==> config.mk <==
export PLATFORM = sky130hd
export DESIGN_NAME = byte_stuff_framer_with_parity
export DESIGN_NICKNAME = d
export VERILOG_FILES = /design/src/rtl/bsf_pkg.sv /design/src/rtl/byte_stuff_framer_with_parity.sv /design/src/rtl/bsf_regs.sv /design/src/rtl/bsf_encode.sv /design/src/rtl/bsf_emit.sv
export SDC_FILE = /design/constraint.sdc
export NUM_CORES = 1
export LEC_CHECK = 0
export ABC_AREA = 1
export BUFFER_PORTS_ARGS = -buffer_cell sky130_fd_sc_hd__buf_2
export CAP_MARGIN = 20
export CORE_ASPECT_RATIO = 1.4
export CORE_MARGIN = 2
export CORE_UTILIZATION = 25
export DETAILED_ROUTE_END_ITERATION = 12
export PLACE_DENSITY = 0.52
export SLEW_MARGIN = 20
export SYNTH_ARGS = -nofsm -noshare
export SYNTH_HDL_FRONTEND = slang
export SYNTH_SLANG_ARGS = --single-unit
==> constraint.sdc <==
create_clock -name clk -period 4.95 [get_ports clk]
set_clock_uncertainty 0.1 [all_clocks]
set_input_delay 1.2375 -clock clk [delete_from_list [all_inputs] [get_ports clk]]
set_output_delay 1.2375 -clock clk [all_outputs]
set_load 0.005 [all_outputs]
==> src/rtl/bsf_pkg.sv <==
// bsf_pkg: shared types and constants for the byte stuffing framer.
// Beat structs, register indexes and the per-item output plan.
// No dependencies.
package bsf_pkg;

    localparam int PlanDepth = 5;
    localparam int PlanCntW  = $clog2(PlanDepth + 1);
    localparam int AddrW     = 3;
    localparam int DataW     = 32;

    localparam logic RegFlag   = 1'b0;
    localparam logic RegEscape = 1'b1;

    localparam logic [7:0] FlagReset   = 8'd36;
    localparam logic [7:0] EscapeReset = 8'd47;

    typedef struct packed {
        logic [7:0] data_byte;
        logic       end_of_payload;
    } in_beat_t;

    typedef struct packed {
        logic [7:0] out_byte;
        logic       is_trailer;
        logic       last_out;
    } out_beat_t;

    typedef struct packed {
        logic [7:0] flag_value;
        logic [7:0] escape_value;
    } cfg_t;

    typedef struct packed {
        out_beat_t [PlanDepth-1:0] beats;
        logic [PlanCntW-1:0]       count;
    } plan_t;

endpackage

==> src/rtl/byte_stuff_framer_with_parity.sv <==
// Byte stuffing framer with XOR parity trailer. An accepted payload byte sits
// in an input register, is expanded into 1 to 5 output beats (opening flag,
// escape, data, closing flag, parity trailer) and these leave one per cycle
// from an output queue unless out_stall holds them. The output port sets the
// rate, and the next item is loaded in the cycle its predecessor's last beat
// is taken. Each result beat carries last_out on the final beat of its item.
// Registers: flag at 0x0, escape at 0x4; write them only while the framer is
// idle.
// Depends on bsf_pkg, bsf_regs, bsf_encode, bsf_emit.
module byte_stuff_framer_with_parity (
    input  logic                       clk,
    input  logic                       rst_n,
    input  logic                       in_valid,
    output logic                       in_stall,
    input  bsf_pkg::in_beat_t          in_beat,
    output logic                       out_valid,
    input  logic                       out_stall,
    output bsf_pkg::out_beat_t         out_beat,
    input  logic                       psel,
    input  logic                       penable,
    input  logic                       pwrite,
    input  logic [bsf_pkg::AddrW-1:0]  paddr,
    input  logic [bsf_pkg::DataW-1:0]  pwdata,
    output logic [bsf_pkg::DataW-1:0]  prdata,
    output logic                       pready
);

    bsf_pkg::cfg_t      cfg;
    bsf_pkg::plan_t     plan;
    bsf_pkg::in_beat_t  item_reg;
    logic               item_valid_reg;
    logic               inside_frame_reg;
    logic [7:0]         parity_reg;
    logic               inside_frame_next;
    logic [7:0]         parity_next;
    logic               can_load;
    logic               load;
    logic               in_take;

    assign pready   = 1'b1;
    assign load     = item_valid_reg && can_load;
    assign in_stall = item_valid_reg && !load;
    assign in_take  = in_valid && !in_stall;

    bsf_regs u_regs (
        .clk     (clk),
        .rst_n   (rst_n),
        .psel    (psel),
        .penable (penable),
        .pwrite  (pwrite),
        .paddr   (paddr),
        .pwdata  (pwdata),
        .prdata  (prdata),
        .cfg     (cfg)
    );

    bsf_encode u_encode (
        .item              (item_reg),
        .cfg               (cfg),
        .inside_frame      (inside_frame_reg),
        .parity            (parity_reg),
        .plan              (plan),
        .inside_frame_next (inside_frame_next),
        .parity_next       (parity_next)
    );

    bsf_emit u_emit (
        .clk       (clk),
        .rst_n     (rst_n),
        .load      (load),
        .plan      (plan),
        .can_load  (can_load),
        .out_valid (out_valid),
        .out_stall (out_stall),
        .out_beat  (out_beat)
    );

    always_ff @(posedge clk or negedge rst_n)
    begin
        if (!rst_n)
        begin
            item_valid_reg   <= 1'b0;
            inside_frame_reg <= 1'b0;
            parity_reg       <= 8'd0;
        end
        else
        begin
            if (in_take)
            begin
                item_valid_reg <= 1'b1;
            end
            else if (load)
            begin
                item_valid_reg <= 1'b0;
            end
            if (load)
            begin
                inside_frame_reg <= inside_frame_next;
                parity_reg       <= parity_next;
            end
        end
    end

    always_ff @(posedge clk)
    begin
        if (in_take)
        begin
            item_reg <= in_beat;
        end
    end

`ifndef SYNTHESIS
    a_trailer_ends_item: assert property (@(posedge clk) disable iff (!rst_n)
        out_valid && out_beat.is_trailer |-> out_beat.last_out)
        else $error("trailer beat without last_out");

    a_plan_count: assert property (@(posedge clk) disable iff (!rst_n)
        load |-> (plan.count != '0)
              && (plan.count <= bsf_pkg::PlanCntW'(bsf_pkg::PlanDepth)))
        else $error("plan beat count out of range");

    a_parity_idle: assert property (@(posedge clk) disable iff (!rst_n)
        !inside_frame_reg |-> (parity_reg == 8'd0))
        else $error("parity not cleared outside a frame");

    a_load_shows_beat: assert property (@(posedge clk) disable iff (!rst_n)
        load |=> out_valid)
        else $error("loaded item produced no output beat");
`endif

endmodule

==> src/rtl/bsf_regs.sv <==
// bsf_regs: APB register file holding the flag and escape values.
// Depends on bsf_pkg.
module bsf_regs (
    input  logic                       clk,
    input  logic                       rst_n,
    input  logic                       psel,
    input  logic                       penable,
    input  logic                       pwrite,
    input  logic [bsf_pkg::AddrW-1:0]  paddr,
    input  logic [bsf_pkg::DataW-1:0]  pwdata,
    output logic [bsf_pkg::DataW-1:0]  prdata,
    output bsf_pkg::cfg_t              cfg
);

    logic [7:0] flag_reg;
    logic [7:0] escape_reg;
    logic       wr_en;
    logic       idx;

    assign wr_en = psel && penable && pwrite;
    assign idx   = paddr[2];

    always_ff @(posedge clk or negedge rst_n)
    begin
        if (!rst_n)
        begin
            flag_reg   <= bsf_pkg::FlagReset;
            escape_reg <= bsf_pkg::EscapeReset;
        end
        else if (wr_en)
        begin
            case (idx)
                bsf_pkg::RegFlag:   flag_reg   <= pwdata[7:0];
                bsf_pkg::RegEscape: escape_reg <= pwdata[7:0];
                default: ;
            endcase
        end
    end

    always_comb
    begin
        case (idx)
            bsf_pkg::RegFlag:   prdata = {{(bsf_pkg::DataW-8){1'b0}}, flag_reg};
            bsf_pkg::RegEscape: prdata = {{(bsf_pkg::DataW-8){1'b0}}, escape_reg};
            default:            prdata = '0;
        endcase
    end

    assign cfg.flag_value   = flag_reg;
    assign cfg.escape_value = escape_reg;

endmodule

==> src/rtl/bsf_encode.sv <==
// bsf_encode: turns one payload byte into its list of frame beats
// and computes the next frame state and running parity. Depends on bsf_pkg.
module bsf_encode (
    input  bsf_pkg::in_beat_t  item,
    input  bsf_pkg::cfg_t      cfg,
    input  logic               inside_frame,
    input  logic [7:0]         parity,
    output bsf_pkg::plan_t     plan,
    output logic               inside_frame_next,
    output logic [7:0]         parity_next
);

    logic [bsf_pkg::PlanCntW-1:0] k;
    logic [7:0]                   body_par;
    logic                         need_esc;

    assign need_esc = (item.data_byte == cfg.flag_value)
                   || (item.data_byte == cfg.escape_value);

    always_comb
    begin
        plan     = '0;
        k        = '0;
        body_par = inside_frame ? parity : 8'd0;
        if (!inside_frame)
        begin
            plan.beats[k] = '{out_byte: cfg.flag_value, is_trailer: 1'b0, last_out: 1'b0};
            body_par      = body_par ^ cfg.flag_value;
            k             = k + 1'b1;
        end
        if (need_esc)
        begin
            plan.beats[k] = '{out_byte: cfg.escape_value, is_trailer: 1'b0, last_out: 1'b0};
            body_par      = body_par ^ cfg.escape_value;
            k             = k + 1'b1;
        end
        plan.beats[k] = '{out_byte: item.data_byte, is_trailer: 1'b0, last_out: 1'b0};
        body_par      = body_par ^ item.data_byte;
        k             = k + 1'b1;
        if (item.end_of_payload)
        begin
            plan.beats[k] = '{out_byte: cfg.flag_value, is_trailer: 1'b0, last_out: 1'b0};
            body_par      = body_par ^ cfg.flag_value;
            k             = k + 1'b1;
            plan.beats[k] = '{out_byte: body_par, is_trailer: 1'b1, last_out: 1'b0};
            k             = k + 1'b1;
        end
        plan.beats[k - 1'b1].last_out = 1'b1;
        plan.count = k;
    end

    assign inside_frame_next = !item.end_of_payload;
    assign parity_next       = item.end_of_payload ? 8'd0 : body_par;

endmodule

==> src/rtl/bsf_emit.sv <==
// bsf_emit: output queue that holds one item's beats and sends one per cycle
// while out_stall is low. The head entry is the registered output beat. Depends on bsf_pkg.
module bsf_emit (
    input  logic                clk,
    input  logic                rst_n,
    input  logic                load,
    input  bsf_pkg::plan_t      plan,
    output logic                can_load,
    output logic                out_valid,
    input  logic                out_stall,
    output bsf_pkg::out_beat_t  out_beat
);

    bsf_pkg::out_beat_t [bsf_pkg::PlanDepth-1:0] q_reg;
    logic [bsf_pkg::PlanCntW-1:0]                cnt_reg;
    logic                                        pop;

    assign out_valid = (cnt_reg != '0);
    assign out_beat  = q_reg[0];
    assign pop       = out_valid && !out_stall;
    assign can_load  = (cnt_reg == '0)
                    || ((cnt_reg == bsf_pkg::PlanCntW'(1)) && !out_stall);

    always_ff @(posedge clk or negedge rst_n)
    begin
        if (!rst_n)
        begin
            cnt_reg <= '0;
        end
        else if (load)
        begin
            cnt_reg <= plan.count;
        end
        else if (pop)
        begin
            cnt_reg <= cnt_reg - 1'b1;
        end
    end

    always_ff @(posedge clk)
    begin
        if (load)
        begin
            q_reg <= plan.beats;
        end
        else if (pop)
        begin
            for (int i = 0; i < bsf_pkg::PlanDepth - 1; i++)
            begin
                q_reg[i] <= q_reg[i+1];
            end
        end
    end

endmodule

==> summary.txt <==
CTS
  • CTS tree: yes
  • Post-CTS setup buffer count: 0
  • Max clock buf depth: 2
  • Total CTS buffers: 9
  • Clk sinks: 88
  • Root buffer cell: clkbuf_16
  • H-tree levels: 3
  • Clk_lat worst skew: 0.35 ns
  • Worst-path clk slew: approximately 0.07 ns
  • Post-CTS sizing: 0
  • Hold bufs inserted after CTS: 0

Pwr
  • Maximum VDD drop: around 190 uV
  • PD cells: about 600 mW/mm^2
  • Leak Pwr: 3.04 nW

Global routing
  • Total gr overflow: 0
  • Largest net degree at the start of global routing: 46
  • Initial antenna violation count: 0
  • GRT Total Usage: 0.139
  • Vias in the first global route: 5113
  • First-pass GRT wire length: around 28000 um

Final layout
  • Post-route design area: 0.00671 mm^2
  • Fill count: 2648
  • # diodes: 0
  • Ratio of cells with drive above 1 in the final layout: 0.123
  • Synth-to-Final Area Change: 10.4%
  • Max reg flops: 40
  • Nets@finish: 905

Synthesis
  • Asr flop ratio synth: 0.330
  • Post-synthesis sequential area ratio: 0.412
  • Leading area contributor after synthesis: edfxtp_1
  • Synth Register Bits: ~90
  • Top_reg_cell synth: edfxtp_1
  • Syn avg cell area: 7.29 um^2
  • Synthesized netlist cell count: 834
  • Main area contributors after synthesis: edfxtp_1, nand2_1, dfrtp_1
  • Post-synth EDFFs: 59
  • Mapped Area: 0.00608 mm^2
  • Yosys cell types: between 40 and 50
  • Ys Warns: 0
  • Synth top cells by count: nand2_1, o21ai_0, inv_1
  • Most frequent cell after synthesis: nand2_1
  • Share of the synthesized area in the top cell type: 0.291

Routing
  • WL/cell: 14.9 um
  • Vias: 5450
  • Antenna Nets Post-Route: 0
  • Post-route DRC: 0
  • Post-DR vias/cell: 4.69
  • Initial DRC count: 421
  • Routed WL: 17300 um
  • First-pass iteration count of the detailed router: 5

Timing
  • Setup Viol. Count Final: 0
  • Worst slew margin: 0.519
  • Max Freq: ~280 MHz
  • Total Neg Setup Slack: 0 ns
  • Final Hold Fails: 0
  • RSZ-0062 raised after global routing: false
  • Worst-Margin Slew: 0.722 ns
  • Tcrit/Tclk final: 0.713
  • Slew Limit Fails: 0
  • Period minus WS final: approximately 3.5 ns

Critical path
  • Critical path arrival: 3.55 ns
  • CP Launch Type: register
  • Required @ worst endpoint: around 5.0 ns
  • Crit path to: u_emit.out_beat[4]
  • FF-to-FF Start: item_reg[5]
  • Worst Setup SP: item_reg[5]
  • R2r worst-path depth: 18
  • CP Class: reg -> reg
  • Worst reg2reg setup slack: 1.42 ns
  • FF-to-FF End: u_emit.out_beat[4]
  • Crit end category: register
  • Worst-path fanout max: 28

Placed design
  • Post-Place Cell Area: 0.00643 mm^2
  • Port Buf Inserts: 44
  • Gpl congestion: 0.918
  • Post-DP HPWL: 12900 um

Floorplanning
  • Rows: between 60 and 70
  • DIE WIDTH: 136 um
  • Die height: ~190 um
  • Total I/O pin count: 96
  • Core ar.: 0.0239 mm^2
  • Initial Util: 0.254
  • Die footprint: 0.0256 mm^2

Status
  • Outcome: completed

Flow run
  • Max Cap Viol: 0

Min path
  • Worst Hold Class: reg -> reg
-- per-stage QoR --
stage | total power, W | util | instances | hold WS, ns | setup WS (ns)
2_1_floorplan | 0.00276 | - | 857 | 0.353 | 1.70
3_3_place_gp | 0.00325 | 0.269 | 1145 | 0.371 | 1.43
3_5_place_dp | 0.00327 | 0.269 | 1145 | 0.375 | 1.41
4_1_cts | 0.00396 | 0.281 | 1161 | 0.392 | 1.43
5_1_grt | 0.00427 | 0.281 | 1161 | 0.417 | 1.17
6_report | 0.00393 | 0.281 | 1161 | 0.389 | 1.42
-- final cells by class --
type	count	area (um^2)	area share
multi-input combinational	610	2900	0.432
sequential	88	2510	0.373
tap	310	388	0.0578
timing repair buffer	58	338	0.0503
inverter	79	298	0.0444
clock buffer	9	225	0.0336
clock inverter	7	61.3	0.00913
-- logic make-up (layout without fill, tap and decap cells) --
group / after synthesis / after routing / synth area share
buffers and inverters: 159 / 153 / 0.128
other: 2 / 25 / 0.00124
adder cells (fa/ha/maj): 8 / 8 / 0.0165
AO/OA/AOI/OAI: 164 / 164 / 0.146
AND/OR/NAND/NOR: 395 / 395 / 0.270
XOR/XNOR: 18 / 18 / 0.0259
flip-flops: 88 / 88 / 0.412
-- worst max-delay path: stages, from the launching register on --
cell,delay (ns)
edfxtp_1,0.51
inv_1,0.15
nand2_1,0.06
nand2_1,0.11
nand2_1,0.06
nor2_1,0.10
nand2_1,0.09
nand2_4,0.29
ha_1,0.24
buf_4,0.25
nand2_1,0.10
nor2_1,0.19
inv_1,0.14
nor2_2,0.27
inv_1,0.12
nor2_1,0.28
nand2_1,0.09
nand2_1,0.08
inv_1,0.04
-- placed cells by master, fill, tap and decap left out, types with 4 or more instances in the layout --
master,Yosys,routed
o21ai_0,78,78
conb_1,2,25
buf_2,15,44
nand3_1,66,66
dfstp_2,7,7
nand3_2,5,5
nand2_1,280,279
inv_1,71,71
inv_2,7,7
a211oi_1,10,10
clkbuf_16,0,9
nor2_1,30,30
ha_1,8,8
xnor2_1,10,10
a21oi_1,52,52
buf_4,37,13
dfrtp_1,22,22
edfxtp_1,59,59
nand2_2,3,4
xor2_1,8,8
o21ai_1,6,5
o22ai_1,5,5
-- routing by layer --
| metal | track usage | share of wire | vias to the layer above |
|---|---|---|---|
| met5 | 0 | 0 | - |
| met4 | 0.0689 | 0.034 | 0 |
| met3 | 0.0175 | 0.051 | 33 |
| met2 | 0.231 | 0.48 | 219 |
| met1 | 0.177 | 0.43 | 2498 |
| li1 | - | - | 2700 |
-- worst min path at each step --
| stage | from | to | cells past startpoint |
|---|---|---|---|
| after CTS | parity_reg[0] | parity_reg[0] | 2 |
| after detailed placement | parity_reg[0] | parity_reg[0] | 2 |
| after global placement | parity_reg[7] | parity_reg[7] | 2 |
| after floorplan | parity_reg[0] | parity_reg[0] | 2 |
| final | parity_reg[0] | parity_reg[0] | 2 |
| after global routing | parity_reg[7] | parity_reg[7] | 2 |
-- report_power, final --
group | internal [W] | switching [W] | leakage [nW]
Combinational | 0.000605 | 0.00126 | 1.98
Clock | 0.000350 | 0.000323 | 0.135
Sequential | 0.00121 | 0.000169 | 0.930
No activity file was read; power rests on OpenSTA's default activity.
